--- config.mk ---
export PLATFORM = sky130hd
export DESIGN_NAME = tile_map_scroll_refresh
export DESIGN_NICKNAME = d
export VERILOG_FILES = /design/src/sv/tmsr_pkg.sv /design/src/sv/tile_map_scroll_refresh.sv /design/src/sv/tmsr_ctrl.sv /design/src/sv/tmsr_dp.sv
export SDC_FILE = /design/constraint.sdc
export NUM_CORES = 1
export LEC_CHECK = 0
export BUFFER_PORTS_ARGS = -buffer_cell sky130_fd_sc_hd__buf_2
export CORE_UTILIZATION = 40
export CTS_CLUSTER_DIAMETER = 120
export DETAILED_ROUTE_END_ITERATION = 10
export PLACE_DENSITY = 0.58
export SLEW_MARGIN = 20
export SYNTH_ARGS = -nofsm -noshare
export SYNTH_HDL_FRONTEND = slang
export SYNTH_SLANG_ARGS = --single-unit
--- constraint.sdc ---
create_clock -name clk -period 12 [get_ports clk]
set_input_delay 2.4 -clock clk [delete_from_list [all_inputs] [get_ports clk]]
set_output_delay 2.4 -clock clk [all_outputs]
set_load 0.03 [all_outputs]
--- src/sv/tmsr_pkg.sv ---
// Package with shared types, constants and the clamp function of the scroll refresh block.
`default_nettype none
package tmsr_pkg;

  localparam int RING_TILES = 32;
  localparam int TILE_SHIFT = 3;
  localparam int RING_BITS  = $clog2(RING_TILES);

  localparam int POS_W   = 15;
  localparam int PAGE_W  = 10;
  localparam int PITCH_W = 13;
  localparam int REQ_W   = 16;
  localparam int SRC_W   = 24;
  localparam int DST_W   = 2 * RING_BITS;
  localparam int TILE_W  = POS_W - TILE_SHIFT;
  localparam int COORD_W = TILE_W + 1;
  localparam int CFG_IDX_W  = 3;
  localparam int CFG_DATA_W = 15;

  typedef enum logic [CFG_IDX_W-1:0] {
    REG_X_MIN   = 3'd0,
    REG_X_MAX   = 3'd1,
    REG_X_PAGE  = 3'd2,
    REG_Y_MIN   = 3'd3,
    REG_Y_MAX   = 3'd4,
    REG_Y_PAGE  = 3'd5,
    REG_MAP_W   = 3'd6,
    REG_UNUSED  = 3'd7
  } cfg_reg_t;

  // Controller to datapath.
  typedef struct packed {
    logic capture;
    logic clamp;
    logic plan;
    logic mul;
    logic load;
    logic emit_copy;
    logic emit_none;
    logic last;
    logic row_phase;
  } tmsr_cmd_t;

  // Datapath to controller.
  typedef struct packed {
    logic move_x;
    logic move_y;
    logic k_last;
    logic out_free;
  } tmsr_sts_t;

  // Clamp one axis: upper bound first, then the lower bound, then floor at zero.
  function automatic logic [POS_W-1:0] clamp_axis(input logic signed [REQ_W-1:0] req,
                                                   input logic [POS_W-1:0] lo,
                                                   input logic [POS_W-1:0] hi,
                                                   input logic [PAGE_W-1:0] page);
    logic signed [REQ_W:0] bound;
    logic signed [REQ_W:0] r17;
    logic signed [REQ_W:0] lo17;
    logic signed [REQ_W:0] t;
    bound = $signed({2'b00, hi}) - $signed({7'b0000000, page});
    r17   = $signed({req[REQ_W-1], req});
    lo17  = $signed({2'b00, lo});
    if (r17 >= bound) begin
      t = bound - 17'sd1;
    end else if (r17 < lo17) begin
      t = lo17;
    end else begin
      t = r17;
    end
    if (t[REQ_W]) begin
      return '0;
    end
    return t[POS_W-1:0];
  endfunction

endpackage
`default_nettype wire

--- src/sv/tile_map_scroll_refresh.sv ---
// Top level of the tile map scroll refresh block: controller plus datapath.
// After an item is accepted the controller steps through clamp, plan, decide, multiply and
// load, then emits one copy command per cycle into the output register unless the output
// stalls; a no-copy result goes from decide to the no-copy state. No new item is taken until
// the last command of the current one is emitted. Synchronous active-low reset restores the
// default registers, clears the previous position to zero and empties the output register.
`default_nettype none
module tile_map_scroll_refresh (
  input  wire logic                              clk,
  input  wire logic                              rst_n,
  // Configuration write port; the index follows the register list.
  input  wire logic                              cfg_we,
  input  wire logic [tmsr_pkg::CFG_IDX_W-1:0]    cfg_index,
  input  wire logic [tmsr_pkg::CFG_DATA_W-1:0]   cfg_data,
  // Requested viewport position, one item per update.
  input  wire logic                              in_valid,
  output logic                                   in_stall,
  input  wire logic signed [tmsr_pkg::REQ_W-1:0] in_req_x,
  input  wire logic signed [tmsr_pkg::REQ_W-1:0] in_req_y,
  // Copy commands, each carrying the new scroll offsets.
  output logic                                   out_valid,
  input  wire logic                              out_stall,
  output logic                                   out_has_copy,
  output logic [tmsr_pkg::SRC_W-1:0]             out_src_index,
  output logic [tmsr_pkg::DST_W-1:0]             out_dst_index,
  output logic [tmsr_pkg::POS_W-1:0]             out_scroll_x,
  output logic [tmsr_pkg::POS_W-1:0]             out_scroll_y,
  output logic                                   out_last
);
  import tmsr_pkg::*;

  // The controller walks each item through clamp, planning, a base address
  // multiply and then the emission loop. A column refresh steps the source
  // index by the map pitch, a row refresh steps it by one, so the only
  // multiplier in the design runs once per edge.
  tmsr_cmd_t cmd;
  tmsr_sts_t sts;

  tmsr_ctrl u_ctrl (
    .clk      (clk),
    .rst_n    (rst_n),
    .in_valid (in_valid),
    .in_stall (in_stall),
    .sts      (sts),
    .cmd      (cmd)
  );

  // The datapath owns the registers, the stored previous position and the
  // output register, which holds a finished command while the consumer stalls.
  tmsr_dp u_dp (
    .clk           (clk),
    .rst_n         (rst_n),
    .cfg_we        (cfg_we),
    .cfg_index     (cfg_index),
    .cfg_data      (cfg_data),
    .in_req_x      (in_req_x),
    .in_req_y      (in_req_y),
    .cmd           (cmd),
    .sts           (sts),
    .out_stall     (out_stall),
    .out_valid     (out_valid),
    .out_has_copy  (out_has_copy),
    .out_src_index (out_src_index),
    .out_dst_index (out_dst_index),
    .out_scroll_x  (out_scroll_x),
    .out_scroll_y  (out_scroll_y),
    .out_last      (out_last)
  );

endmodule
`default_nettype wire

--- src/sv/tmsr_ctrl.sv ---
// Controller state machine that sequences clamp, planning and copy command emission.
`default_nettype none
module tmsr_ctrl (
  input  wire logic               clk,
  input  wire logic               rst_n,
  input  wire logic               in_valid,
  output logic                    in_stall,
  input  tmsr_pkg::tmsr_sts_t     sts,
  output tmsr_pkg::tmsr_cmd_t     cmd
);
  import tmsr_pkg::*;

  typedef enum logic [2:0] {
    S_IDLE,
    S_CLAMP,
    S_PLAN,
    S_DECIDE,
    S_MUL,
    S_LOAD,
    S_EMIT,
    S_NONE
  } state_t;

  state_t state_r, state_nxt;
  logic   row_r, row_nxt;

  assign in_stall = (state_r != S_IDLE);

  always_comb begin
    state_nxt     = state_r;
    row_nxt       = row_r;
    cmd           = '0;
    cmd.row_phase = row_r;
    unique case (state_r)
      S_IDLE: begin
        if (in_valid) begin
          cmd.capture = 1'b1;
          state_nxt   = S_CLAMP;
        end
      end
      S_CLAMP: begin
        cmd.clamp = 1'b1;
        state_nxt = S_PLAN;
      end
      S_PLAN: begin
        cmd.plan  = 1'b1;
        state_nxt = S_DECIDE;
      end
      S_DECIDE: begin
        if (sts.move_x) begin
          row_nxt   = 1'b0;
          state_nxt = S_MUL;
        end else if (sts.move_y) begin
          row_nxt   = 1'b1;
          state_nxt = S_MUL;
        end else begin
          state_nxt = S_NONE;
        end
      end
      S_MUL: begin
        cmd.mul   = 1'b1;
        state_nxt = S_LOAD;
      end
      S_LOAD: begin
        cmd.load  = 1'b1;
        state_nxt = S_EMIT;
      end
      S_EMIT: begin
        if (sts.out_free) begin
          cmd.emit_copy = 1'b1;
          cmd.last      = sts.k_last && (row_r || !sts.move_y);
          if (sts.k_last) begin
            if (!row_r && sts.move_y) begin
              row_nxt   = 1'b1;
              state_nxt = S_MUL;
            end else begin
              state_nxt = S_IDLE;
            end
          end
        end
      end
      S_NONE: begin
        if (sts.out_free) begin
          cmd.emit_none = 1'b1;
          cmd.last      = 1'b1;
          state_nxt     = S_IDLE;
        end
      end
      default: state_nxt = S_IDLE;
    endcase
  end

  always_ff @(posedge clk) begin
    if (!rst_n) begin
      state_r <= S_IDLE;
      row_r   <= 1'b0;
    end else begin
      state_r <= state_nxt;
      row_r   <= row_nxt;
    end
  end

endmodule
`default_nettype wire

--- src/sv/tmsr_dp.sv ---
// Datapath with configuration registers, clamp, tile planning, index generation and output stage.
`default_nettype none
module tmsr_dp (
  input  wire logic                              clk,
  input  wire logic                              rst_n,
  input  wire logic                              cfg_we,
  input  wire logic [tmsr_pkg::CFG_IDX_W-1:0]    cfg_index,
  input  wire logic [tmsr_pkg::CFG_DATA_W-1:0]   cfg_data,
  input  wire logic signed [tmsr_pkg::REQ_W-1:0] in_req_x,
  input  wire logic signed [tmsr_pkg::REQ_W-1:0] in_req_y,
  input  tmsr_pkg::tmsr_cmd_t                    cmd,
  output tmsr_pkg::tmsr_sts_t                    sts,
  input  wire logic                              out_stall,
  output logic                                   out_valid,
  output logic                                   out_has_copy,
  output logic [tmsr_pkg::SRC_W-1:0]             out_src_index,
  output logic [tmsr_pkg::DST_W-1:0]             out_dst_index,
  output logic [tmsr_pkg::POS_W-1:0]             out_scroll_x,
  output logic [tmsr_pkg::POS_W-1:0]             out_scroll_y,
  output logic                                   out_last
);
  import tmsr_pkg::*;

  logic [POS_W-1:0]   x_min_r, x_max_r, y_min_r, y_max_r;
  logic [PAGE_W-1:0]  x_page_r, y_page_r;
  logic [PITCH_W-1:0] pitch_r;

  logic signed [REQ_W-1:0] req_x_r, req_y_r;
  logic [POS_W-1:0]   sx_r, sy_r, prev_x_r, prev_y_r;
  logic               move_x_r, move_y_r;
  logic [COORD_W-1:0] tx_r, ty_r;
  logic [SRC_W-1:0]   prod_r, src_r;
  logic [RING_BITS-1:0] k_r;

  logic               out_valid_r, out_has_copy_r, out_last_r;
  logic [SRC_W-1:0]   out_src_r;
  logic [DST_W-1:0]   out_dst_r;
  logic [POS_W-1:0]   out_sx_r, out_sy_r;

  logic [TILE_W-1:0]  tvx, tvy, tbx, tby;
  logic [COORD_W-1:0] mul_a;
  logic [2*PITCH_W-1:0] prod_full;
  logic [RING_BITS-1:0] ring_lo;
  logic [DST_W-1:0]   dst_cur;
  logic               out_free;

  assign tvx = sx_r[POS_W-1:TILE_SHIFT];
  assign tvy = sy_r[POS_W-1:TILE_SHIFT];
  assign tbx = prev_x_r[POS_W-1:TILE_SHIFT];
  assign tby = prev_y_r[POS_W-1:TILE_SHIFT];

  assign mul_a     = cmd.row_phase ? ty_r : {1'b0, tvy};
  assign prod_full = mul_a * pitch_r;

  // Ring coordinate of the walking axis.
  assign ring_lo = cmd.row_phase ? (tvx[RING_BITS-1:0] + k_r) : (tvy[RING_BITS-1:0] + k_r);
  assign dst_cur = cmd.row_phase ? {ty_r[RING_BITS-1:0], ring_lo}
                                 : {ring_lo, tx_r[RING_BITS-1:0]};

  assign out_free = !out_valid_r || !out_stall;

  assign sts.move_x   = move_x_r;
  assign sts.move_y   = move_y_r;
  assign sts.k_last   = &k_r;
  assign sts.out_free = out_free;

  always_ff @(posedge clk) begin
    if (!rst_n) begin
      x_min_r  <= '0;
      x_max_r  <= POS_W'(512);
      x_page_r <= PAGE_W'(240);
      y_min_r  <= '0;
      y_max_r  <= POS_W'(512);
      y_page_r <= PAGE_W'(160);
      pitch_r  <= PITCH_W'(64);
    end else if (cfg_we) begin
      unique case (cfg_reg_t'(cfg_index))
        REG_X_MIN:  x_min_r  <= cfg_data;
        REG_X_MAX:  x_max_r  <= cfg_data;
        REG_X_PAGE: x_page_r <= cfg_data[PAGE_W-1:0];
        REG_Y_MIN:  y_min_r  <= cfg_data;
        REG_Y_MAX:  y_max_r  <= cfg_data;
        REG_Y_PAGE: y_page_r <= cfg_data[PAGE_W-1:0];
        REG_MAP_W:  pitch_r  <= cfg_data[PITCH_W-1:0];
        REG_UNUSED: ;
        default: ;
      endcase
    end
  end

  always_ff @(posedge clk) begin
    if (!rst_n) begin
      prev_x_r <= '0;
      prev_y_r <= '0;
      move_x_r <= 1'b0;
      move_y_r <= 1'b0;
    end else if (cmd.plan) begin
      move_x_r <= (tvx != tbx);
      move_y_r <= (tvy != tby);
      prev_x_r <= sx_r;
      prev_y_r <= sy_r;
    end
  end

  always_ff @(posedge clk) begin
    if (cmd.capture) begin
      req_x_r <= in_req_x;
      req_y_r <= in_req_y;
    end
    if (cmd.clamp) begin
      sx_r <= clamp_axis(req_x_r, x_min_r, x_max_r, x_page_r);
      sy_r <= clamp_axis(req_y_r, y_min_r, y_max_r, y_page_r);
    end
    if (cmd.plan) begin
      // Moving to a lower tile refreshes the near edge, moving to a higher tile the far edge of the ring.
      tx_r <= (tvx < tbx) ? {1'b0, tvx} : ({1'b0, tvx} + COORD_W'(RING_TILES - 1));
      ty_r <= (tvy < tby) ? {1'b0, tvy} : ({1'b0, tvy} + COORD_W'(RING_TILES - 1));
    end
    if (cmd.mul) begin
      prod_r <= prod_full[SRC_W-1:0];
    end
    if (cmd.load) begin
      src_r <= prod_r + (cmd.row_phase ? SRC_W'(tvx) : SRC_W'(tx_r));
      k_r   <= '0;
    end else if (cmd.emit_copy) begin
      src_r <= src_r + (cmd.row_phase ? SRC_W'(1) : SRC_W'(pitch_r));
      k_r   <= k_r + 1'b1;
    end
  end

  always_ff @(posedge clk) begin
    if (!rst_n) begin
      out_valid_r <= 1'b0;
    end else if (cmd.emit_copy || cmd.emit_none) begin
      out_valid_r <= 1'b1;
    end else if (!out_stall) begin
      out_valid_r <= 1'b0;
    end
  end

  always_ff @(posedge clk) begin
    if (cmd.emit_copy || cmd.emit_none) begin
      out_has_copy_r <= cmd.emit_copy;
      out_src_r      <= cmd.emit_copy ? src_r : '0;
      out_dst_r      <= cmd.emit_copy ? dst_cur : '0;
      out_sx_r       <= sx_r;
      out_sy_r       <= sy_r;
      out_last_r     <= cmd.last;
    end
  end

  assign out_valid     = out_valid_r;
  assign out_has_copy  = out_has_copy_r;
  assign out_src_index = out_src_r;
  assign out_dst_index = out_dst_r;
  assign out_scroll_x  = out_sx_r;
  assign out_scroll_y  = out_sy_r;
  assign out_last      = out_last_r;

endmodule
`default_nettype wire

# ---- Word-level counts from Yosys, hierarchy flattened
# Cells that the tools add are included.
dict set report word_totals {
  regBits 337
  in_bits 55
  ramBits 0
  mem_count 0
  out_inout_bits 68
  latch_bits 0
  romBits 0
  word_cells 146
}
dict set report classes {
  shifts 0
  mul 1
  n_lt_le_gt_ge 6
  muxes 51
  addsub 11
  n_eq_ne 22
  n_div 0
  n_reduce_logical 24
  bitwise 0
}
# cell n
set op_table {}
lappend op_table {{$mux W17} 6}
lappend op_table {{$mux W15} 4}
lappend op_table {{$add A24 B24 Y24} 2}
lappend op_table {{$mux W24} 2}
lappend op_table {{$mux W13} 3}
lappend op_table {{$sub A16 B2 Y17 const B} 2}
lappend op_table {{$ge A16 B16 Y1} 2}
lappend op_table {{$lt A16 B16 Y1} 2}
lappend op_table {{$sub A15 B10 Y16} 2}
lappend op_table {{$add A12 B5 Y13 const B} 2}
lappend op_table {{$lt A12 B12 Y1} 2}
lappend op_table {{$mul A13 B13 Y24} 1}
lappend op_table {{$mux W12} 2}
lappend op_table {{$ne A12 B12 Y1} 2}
lappend op_table {{$pmux W3 S8} 1}
lappend op_table {{$eq A3 B3 Y1 const B} 7}
lappend op_table {{$mux W1} 21}
lappend op_table {{$mux W3} 5}
lappend op_table {{$reduce_and A2 Y1} 7}
lappend op_table {{$eq A3 B2 Y1 const B} 4}
lappend op_table {{$add A5 B5 Y5} 2}
lappend op_table {{$mux W10} 1}
lappend op_table {{$ne A2 B1 Y1 const B} 5}
lappend op_table {{$reduce_and A5 Y1} 2}
lappend op_table {{14 further kinds} 26}

# ---- Logic depth before layout (Yosys ltp)
# Gate-level depths: netlist of run 1.
dict set report logic_depth {
  ltp_word 7
  mapped_depth 24
  ltp_nobuf 22
}

# ---- Hierarchy
# From an unflattened synthesis of run 1, not the netlist that was laid out.
dict set report unflattened {
  hier_cells 2502
  area_unflattened_um2 24188.2
}
# module n_inst area_each_um2 seq_area_each_um2 cells_per_inst
set modules_own_cells {}
lappend modules_own_cells {tmsr_dp 1 23839.1 8568.2 2456}
lappend modules_own_cells {tmsr_ctrl 1 349.1 80.1 46}

# ---- Least setup slack after synthesis of run 1
# Ideal clock, no wire load.
dict set report synth_timing {
  path_kind {register to register}
  from {register u_ctrl.row_r}
  to {register u_dp.prod_r[21], data pin}
  setup_slack_ps 5552
  path_buffers 2
  required_time_ps 11742
  period_less_slack_ps 6448
  arrival_time_ps 6190
  path_stages_with_launch 24
  path_cell_list {dfxtp_1 > clkbuf_1 > mux2_2 > clkbuf_1 > and2_1 > fa_1 > inv_1 > fa_1 > inv_1 > fa_1 > fa_1 > inv_1 > fa_1 > inv_1 > ha_1 > a2111oi_0 > o21ai_0 > a41oi_1 > o21ai_0 > o211a_1 > o21a_1 > o21ai_0 > nor2b_1 > xnor2_1}
}
dict set report synth_between {
  elab_chain_cells 2
}
# item line_no
set synth_rtl {}
lappend synth_rtl {{start: declaration} tmsr_ctrl.sv:25} ;# logic row_r, row_nxt;
lappend synth_rtl {{start signal: assignment} tmsr_ctrl.sv:99} ;# row_r <= row_nxt;
lappend synth_rtl {{$mux W13} tmsr_dp.sv:52} ;# assign mul_a = cmd.row_phase ? ty_r : {1'b0, tvy};
lappend synth_rtl {{$mul A13 B13 Y24} tmsr_dp.sv:53} ;# assign prod_full = mul_a * pitch_r;
lappend synth_rtl {{net u_dp.prod_full[21]} tmsr_dp.sv:42} ;# logic [2*PITCH_W-1:0] prod_full;
lappend synth_rtl {{end signal: assignment} tmsr_dp.sv:120} ;# prod_r <= prod_full[SRC_W-1:0];
lappend synth_rtl {{end: declaration} tmsr_dp.sv:32} ;# logic [SRC_W-1:0] prod_r, src_r;
# The timed path passes the listed nets, and every way through them passes these cells.
# A chain may end at the register's enable or synchronous reset.

# ---- Worst setup path in the final report of run 1
# Same ends and word-level chain as after synthesis.

==> impl_metrics.toml, run 1 <==
[outcome]
violations = "design-rule violations"
status = "complete, but fails checks"

[sta]
final_max_slew_viol_count = 0
fin_crit_ns = 7.14
timing.setup.tns_ns = 0
setup_ws_ns = 4.86
finClkSkew_ns = 0.0265
final-setup-viol-count = 0
hold_viol_final = 0
slew_headroom_pct = 27.9
max_freq_mhz = 140
worstMarginPinSlew_ns = 1.06
rsz0062_at_grt = "false"
final.period_utilization_pct = 59.5

[cts]
cts_sinks = 331
numCtsBuffers = 40
cts_tree = "yes"
hold_buffers = 0
h-tree-depth = 2
cts_root_buf = "clkbuf_16"
clk_pin_slew_worst_paths_ns = 0.06
ctsResizeCount = 0
insertion_delay_ns = 0.57
cts_buffer_depth = 3
post_cts_buffers = 0

[hold_path]
whs_endpoint = "u_dp.out_scroll_x[2]"
worstHoldPathCells = 0
hp-class = "reg2reg"
hold_start = "u_dp.sx_r[2]"

[drt]
drc = 8
drt-total-wl_mm = 59.2
vias_per_cell = 5.21
drt_pass1_iterations = 8
drt_first_iter_violations = 997
ant_nets = 0
vias = 17700
wl_per_cell_um = 17.4

[setup_path]
worstPathRequired_ns = 12.31
worstPathArrival_ns = 7.45
crit_top_cell = "fa_1"
r2r-end = "u_dp.prod_r[21]"
crit_family = "adder cells"
startpoint_type = "flop"
worstSetupPathType = "reg2reg"
crit_fanout = 52
reg2regPathDepth = 22
slowest_stage = "fa_1"
path_buf_inv = 4
r2r_slack_ns = 4.86
cp-end-kind = "flop"
critPathMaxStageDelay_ns = 0.53
r2r_start = "u_ctrl.row_r"
path_cells = "buf_4 > nand2_1 > nand2_1 > nand2_1 > fa_1 > fa_1 > inv_1 > fa_1 > fa_1 > inv_1 > fa_1 > inv_1 > ha_1 > a2111oi_0 > o21ai_0 > a41oi_1 > o21ai_0 > o211a_1 > o21a_1 > o21ai_0 > nor2b_1 > xnor2_1"

[power]
ir_drop_v = 0.000116
p_leak_nw = 11.1
cellPowerDensity_mw_per_mm2 = 121
power.total_mw = 3.23

[floorplanning]
pin_count = 123
start_util_pct = 40.6
fp.coreArea_mm2 = 0.0591
rows = 89
die_h_um = 247
die_w_um = 247
die-area_mm2 = 0.0610

[global_routing]
grt_max_degree = 107
grt_pass1_wl_mm = 95.3
grt.overflow.total = 0
antenna_found_initial = 2
grt_pass1_vias = 18000
track_usage_pct = 19.8

[run]
maxCapViolCount = 0

[place]
port_buffers = 122
dpl_worst_slack_ns = 4.88
gp_congestion = 0.881
hpwl_mm = 45.4

[final_layout]
diodes = 0
area_growth_pct = 10.8
seqCellArea_mm2 = 0.00865
multiInputGateArea_mm2 = 0.0140
fillers = 5685
final_nets = 2975
drive_gt1_share_pct = 9.99

[synth]
synth_warnings = 0
syn_inst = 2510
ys_seq_elements = 331
synth.area.top_cells = "edfxtp_1 (25%), dfxtp_1 (11%), ha_1 (11%), fa_1 (10%), nand2_1 (6.4%)"
syn-num-nets = 2894
syn_area_mm2 = 0.0240
synth_top_area_share_pct = 25.3
synthDistinctLibCells = 84
synth.avg_cell_area_um2 = 9.56
yosys.area.top_type = "edfxtp_1"
async_flop_share_pct = 0
synthFlopType = "edfxtp_1"
synth-edff-count = 202
ys_seq_area_share_pct = 36.0
==> cell usage in the layout (no fill, tap or decap), types with 46 or more instances in the layout <==
| master | instances |
|---|---|
| a21boi_0 | 114 |
| a21oi_1 | 77 |
| and2_1 | 106 |
| buf_2 | 122 |
| dfxtp_1 | 128 |
| edfxtp_1 | 202 |
| fa_1 | 125 |
| ha_1 | 204 |
| inv_1 | 276 |
| nand2_1 | 410 |
| nand3_1 | 49 |
| nor2_1 | 100 |
| o21ai_0 | 47 |
| xnor2_1 | 83 |
| xor2_1 | 46 |
==> per-layer routing <==
| layer | vias up | routed length, um | GRT usage (%) |
|---|---|---|---|
| li1 | 8658 | - | - |
| met1 | 8513 | 26800 | 25.7 |
| met2 | 386 | 27900 | 33.4 |
| met3 | 122 | 2410 | 2.41 |
| met4 | 4 | 2130 | 7.99 |
| met5 | - | 27 | 0 |
==> cell families after synthesis <==
family	after synthesis	synth area share [%]
and+or+nand+nor	869	17.1
AOI/OAI and AO/OA	413	12.1
buffers and inverters	371	5.93
DFF	331	36.0
adders and majority gates	329	21.1
xor gates and xnor gates	130	4.77
muxes	67	2.99
==> worst max-delay path by stage <==
| stage | startpoint | end | cells past startpoint |
|---|---|---|---|
| after global routing | u_ctrl.row_r | u_dp.prod_r[23] | 22 |
| after CTS | u_ctrl.row_r | u_dp.prod_r[21] | 22 |
| final | u_ctrl.row_r | u_dp.prod_r[21] | 22 |
| after floorplan | u_ctrl.row_r | u_dp.prod_r[21] | 23 |
| after detailed placement | u_ctrl.row_r | u_dp.prod_r[21] | 22 |
| after global placement | u_ctrl.row_r | u_dp.prod_r[21] | 22 |
==> power breakdown <==
group          switching (mW)  internal, mW
sequential             0.0681          1.29
combinational           0.402         0.272
clock                   0.499         0.696
==> synthesized netlist by cell type (4+ instances only) <==
master	n
clkbuf_1	84
and4_1	4
o21ai_0	47
mux2i_1	41
nand2_1	410
a211oi_1	37
nand4_1	24
dfxtp_1	129
a21boi_0	114
a31oi_1	7
or3_1	15
o22ai_1	5
fa_1	125
and3_1	25
a21oi_1	77
o21a_1	22
o21bai_1	5
or2_2	7
o211ai_1	18
xor2_1	46
mux2_2	23
a21o_1	35
nor3b_1	4
xnor2_1	83
nor4_1	7
inv_1	277
and2_1	106
buf_2	4
ha_1	204
nand2b_1	30
nor2_1	105
nor2b_1	35
nor3_1	35
nand3_1	49
a2111oi_0	5
edfxtp_1	202
o2111ai_1	7
==> cell type report <==
cell class	count	share of cell area [%]
Multi-Input combinational cell	1808	52.5
Sequential cell	331	32.5
Clock buffer	46	3.93
Inverter	278	3.93
Tap cell	773	3.64
Timing Repair Buffer	132	2.58
Clock inverter	28	0.931
==> stage by stage <==
step                instances  instance area (um^2)  util (%)  hold slack (ns)
finish                   3396                 26600      45.0            0.420
global route             3396                 26600      45.0            0.423
CTS                      3396                 26600      45.0            0.423
detailed placement       3322                 25300      42.8            0.408
global placement         3322                 25300      42.8            0.411
floorplan                2510                 24000         -            0.400
==> sequential cells by signal (all words and copies together), names as in the netlist, 3 cells and up <==
signal / cells
u_ctrl.state_r: 3
u_dp.k_r: 5
u_dp.out_dst_index: 10
u_dp.out_scroll_x: 15
u_dp.out_scroll_y: 15
u_dp.out_src_index: 24
u_dp.pitch_r: 13
u_dp.prev_x_r: 12
u_dp.prev_y_r: 12
u_dp.prod_r: 24
u_dp.req_x_r: 16
u_dp.req_y_r: 16
u_dp.src_r: 24
u_dp.sx_r: 15
u_dp.sy_r: 15
u_dp.tx_r: 13
u_dp.ty_r: 13
u_dp.x_max_r: 15
u_dp.x_min_r: 15
u_dp.x_page_r: 10
u_dp.y_max_r: 15
u_dp.y_min_r: 15
u_dp.y_page_r: 10
(Power assumes the default switching activity.)
==> run 2, diff against run 1 <==
Clock period 12 ns to 7.3 ns, I/O delays scaled along.
==> run 2 against run 1 <==
The flow still finishes with violations (design-rule violations). Count of clock-buffer cells in the layout increased by 2. Die area unchanged. Cell count grew 0.21%. Maximum frequency is 3.6% higher. Power increased by 62%. Clock power up 57%. Flip-flop and latch count stayed put. Sequential share of layout area hardly changed. Critical path depth shrank 1. Sequential power increased by 64%. Largest cell class unchanged.
==> impl_metrics.toml, run 2 (synthesis results as in run 1) <==
[hold_path]
hp-class = "reg2reg"

[setup_path]
cp-end-kind = "flop"
slowest_stage = "fa_1"
crit_top_cell = "fa_1"
worstPathRequired_ns = 7.60
startpoint_type = "flop"
path_cells = "mux2_2 > and2_1 > fa_1 > inv_1 > fa_1 > inv_1 > fa_1 > fa_1 > inv_1 > fa_1 > inv_1 > ha_1 > a2111oi_0 > o21ai_0 > a41oi_1 > o21ai_0 > o211a_1 > o21a_1 > o21ai_0 > nor2b_1 > xnor2_1"
worstPathArrival_ns = 7.19
crit_fanout = 14
worstSetupPathType = "reg2reg"
critPathMaxStageDelay_ns = 0.55

[sta]
max_freq_mhz = 145
timing.setup.tns_ns = 0
worstMarginPinSlew_ns = 1.13
finClkSkew_ns = 0.0263
setup_ws_ns = 0.408
final_max_slew_viol_count = 0
final.period_utilization_pct = 94.4
rsz0062_at_grt = "false"
hold_viol_final = 0
slew_headroom_pct = 24.6
final-setup-viol-count = 0
fin_crit_ns = 6.89

[cts]
ctsResizeCount = 0
hold_buffers = 0
numCtsBuffers = 38
post_cts_buffers = 0
h-tree-depth = 2
clk_pin_slew_worst_paths_ns = 0.06
insertion_delay_ns = 0.56
cts_sinks = 331
cts_root_buf = "clkbuf_16"
cts_tree = "yes"
cts_buffer_depth = 3

[place]
port_buffers = 122
gp_congestion = 0.914
hpwl_mm = 47.3
dpl_worst_slack_ns = 0.420
post-place-cells = 3338
postPlaceCellArea_mm2 = 0.0254

[floorplanning]
rows = 89
die-area_mm2 = 0.0610
die_w_um = 247
fp.coreArea_mm2 = 0.0591
pin_count = 123
die_h_um = 247
start_util_pct = 40.6

[power]
cellPowerDensity_mw_per_mm2 = 197
ir_drop_v = 0.000218
p_leak_nw = 11.1

[final_layout]
utilization_pct = 45.0
fillers = 5661
multiInputGateArea_mm2 = 0.0140
diodes = 0
drive_gt1_share_pct = 10.1
area_growth_pct = 10.9
mostFrequentLayoutCell = "nand2_1"
postLayoutCellArea_mm2 = 0.0266
layout.cells.non_filler = 3403
final_nets = 2989
seqCellArea_mm2 = 0.00865
final_cell_mix = "nand2_1 (409), inv_1 (276), ha_1 (204)"

[global_routing]
gr-usage-met1_pct = 26.1
grt_max_degree = 106
grt.busiest_layer = "met2"
gr-usage-met3_pct = 2.44
grt_pass1_vias = 18100
antenna_found_initial = 3
grt.overflow.total = 0
grt_use_met2_pct = 36.2
grt_pass1_wl_mm = 97.7
track_usage_pct = 20.4

[drt]
drc = 8
vias = 17700
drt_first_iter_violations = 952
drt-total-wl_mm = 61.3
vias_per_cell = 5.19
wl_per_cell_um = 18.0
ant_nets = 0
drt_pass1_iterations = 8

[outcome]
violations = "design-rule violations"
status = "complete, but fails checks"

[run]
maxCapViolCount = 0
## run 2: metrics by stage
| step | power [mW] | hold slack (ns) |
|---|---|---|
| detailed placement | 3.40 | 0.407 |
| global route | 5.51 | 0.435 |
| finish | 5.23 | 0.420 |
| CTS | 5.30 | 0.421 |
| global placement | 3.37 | 0.410 |
| floorplan | 3.07 | 0.400 |
## run 2: power breakdown
group / total (mW) / switching [mW] / internal (mW)
clock network: 1.87 / 0.770 / 1.10
logic: 1.13 / 0.678 / 0.454
registers: 2.23 / 0.104 / 2.12
## run 2: path summary, 6_finish.rpt
kind	start	to	slack, ns	depth (start not counted)
worst max-delay path	u_ctrl.row_r	u_dp.prod_r[21]	0.41	21
worst min-delay path	u_dp.sx_r[2]	u_dp.out_scroll_x[2]	0.42	0
worst max register to register	u_ctrl.row_r	u_dp.prod_r[21]	0.41	21
worst min register to register	u_dp.sx_r[2]	u_dp.out_scroll_x[2]	0.42	0
## run 2: layout make-up
type	count	share of cell area [%]
timing repair buffer	148	3.03
clock inverter	17	0.512
clock buffer	48	4.02
sequential	331	32.5
tap	773	3.63
inverter	278	3.92
multi-input combinational	1808	52.4
## run 2: routing by layer
metal	wire length, um	vias up
li1	-	8680
met5	8	-
met3	2250	83
met1	27600	8583
met4	1390	2
met2	30000	309
## run 2: critical path, delay by kind of cell (launching register included)
family                     cells  cell delay (ns)
muxes                          1             0.49
xor gates and xnor gates       1             0.07
DFF                            1             0.47
adders and majority gates      6             2.92
buffers and inverters          4             0.22
and+or+nand+nor                2             0.41
AOI/OAI and AO/OA              7             2.04
==> run 3, diff against run 2 <==
Settings changed: GPL_TIMING_DRIVEN from default to 0.
==> run 3 against run 2 <==
The run still ends with design-rule violations left. Power rose by 0.13%. Wire length increased by 2.5%. Maximum frequency shrank 1.2%. Cell count up 2.4%. First-iteration DRC count down 8.6%. Core utilization grew 0.52 points. Combinational power grew 4%. Flip-flop and latch count did not move. Largest cell class unchanged.
==> impl_metrics.toml, run 3 (synthesis results as in run 1) <==
[outcome]
status = "complete, but fails checks"
violations = "design-rule violations"

[setup_path]
reg2regPathDepth = 22
r2r_slack_ns = 0.33
path_cells = "clkbuf_1 > mux2_2 > clkbuf_1 > nand2_1 > fa_1 > fa_1 > inv_1 > ha_1 > fa_1 > inv_1 > fa_1 > inv_1 > ha_1 > a2111oi_1 > o21ai_1 > a41oi_2 > o21ai_0 > o211a_1 > o21a_1 > o21ai_1 > a21oi_1 > xnor2_1"
crit_top_cell = "fa_1"
path_buf_inv = 5
crit_family = "adder cells"
cp-end-kind = "flop"
r2r_start = "u_dp.sy_r[8]"
r2r-end = "u_dp.prod_r[23]"
slowest_stage = "fa_1"
worstSetupPathType = "reg2reg"
startpoint_type = "flop"
critPathMaxStageDelay_ns = 0.53
worstPathArrival_ns = 7.34
crit_fanout = 10
worstPathRequired_ns = 7.67

[floorplanning]
pin_count = 123
die-area_mm2 = 0.0610
fp.coreArea_mm2 = 0.0591
die_h_um = 247
die_w_um = 247
rows = 89
start_util_pct = 40.6

[sta]
final.period_utilization_pct = 95.5
max_freq_mhz = 143
slew_headroom_pct = 28.8
hold_viol_final = 0
final-setup-viol-count = 0
rsz0062_at_grt = "false"
fin_crit_ns = 6.97
timing.setup.tns_ns = 0
worstMarginPinSlew_ns = 1.07
final_max_slew_viol_count = 0
finClkSkew_ns = 0.0169

[hold_path]
hold_start = "u_dp.sy_r[1]"
whs_endpoint = "u_dp.out_scroll_y[1]"
worstHoldPathCells = 0
hp-class = "reg2reg"

[place]
hpwl_mm = 50.3
postPlaceCellArea_mm2 = 0.0257
gp_congestion = 0.905
port_buffers = 121

[run]
maxCapViolCount = 0

[cts]
cts_buffer_depth = 3
h-tree-depth = 2
insertion_delay_ns = 0.57
numCtsBuffers = 40
cts_sinks = 331
cts_root_buf = "clkbuf_16"
cts_tree = "yes"
hold_buffers = 0
clk_pin_slew_worst_paths_ns = 0.06

[final_layout]
final_cell_mix = "nand2_1 (410), inv_1 (276), ha_1 (204)"
final_nets = 3064
postLayoutCellArea_mm2 = 0.0269
multiInputGateArea_mm2 = 0.0140
seqCellArea_mm2 = 0.00865
drive_gt1_share_pct = 9.44
mostFrequentLayoutCell = "nand2_1"
fillers = 5698
area_growth_pct = 12.2

[drt]
drc = 8
drt_first_iter_violations = 870
vias = 18200
drt-total-wl_mm = 62.8
wl_per_cell_um = 18.0
ant_nets = 0
drt_pass1_iterations = 8
vias_per_cell = 5.22

[global_routing]
grt.overflow.total = 0
antenna_found_initial = 3
track_usage_pct = 21.2
grt_max_degree = 47
grt_pass1_vias = 18700
grt_pass1_wl_mm = 100

[power]
ir_drop_v = 0.000156
cellPowerDensity_mw_per_mm2 = 195
p_leak_nw = 11.2
## run 3: cell types whose count changed in the layout (fill, tap and decap cells not counted), sizes merged
cell,previous run,this run
clkbuf,48,140
inv,277,280
clkinv,15,14
clkinvlp,1,0
diode,0,1
dlygate4sd3,0,1
buf,148,138
bufinv,2,0
## run 3: worst max-delay path by stage
stage / cells after the start / to / from
after floorplan: 23 / u_dp.prod_r[21] / u_ctrl.row_r
final: 22 / u_dp.prod_r[23] / u_dp.sy_r[8]
after CTS: 23 / u_dp.prod_r[23] / u_ctrl.row_r
after detailed placement: 23 / u_dp.prod_r[23] / u_ctrl.row_r
after global routing: 23 / u_dp.prod_r[23] / u_ctrl.row_r
after global placement: 23 / u_dp.prod_r[23] / u_ctrl.row_r
## run 3: what timing repair did
item                       in CTS  in global routing
pin swaps                       0                  2
buffers inserted                0                  3
resized for setup               5                  8
setup endpoints to repair       2                  2
## run 3: power by group
group	internal, mW	switching, mW	leakage (nW)
Combinational	0.473	0.695	7.66
Sequential	2.12	0.112	2.95
Clock	1.04	0.795	0.578
## run 3: metal layers
metal  global-route usage [%]  share of wire, %
met5                        0             0.013
met4                     7.82               3.4
met3                     3.08               5.0
met2                     37.0                49
met1                     26.3                43
## run 3: final cells by class
type | instances | share of cell area (%)
Antenna cell | 1 | 0.00929
Buffer | 91 | 1.42
Clock buffer | 58 | 4.05
Clock inverter | 16 | 0.344
Inverter | 278 | 3.88
Multi-Input combinational cell | 1808 | 51.8
Sequential cell | 331 | 32.1
Tap cell | 773 | 3.59
Timing Repair Buffer | 130 | 2.77
## run 3: through the flow
stage | power (mW) | utilization [%] | hold WS (ns) | instances | worst slack (ns)
after floorplan | 3.07 | - | 0.400 | 2510 | 0.852
after global placement | 3.39 | 43.3 | 0.409 | 3404 | -0.394
after detailed placement | 3.44 | 43.5 | 0.408 | 3410 | -0.440
after CTS | 5.30 | 45.5 | 0.422 | 3484 | 0.0593
after global routing | 5.52 | 45.6 | 0.439 | 3486 | 0.00650
final | 5.24 | 45.6 | 0.419 | 3486 | 0.326
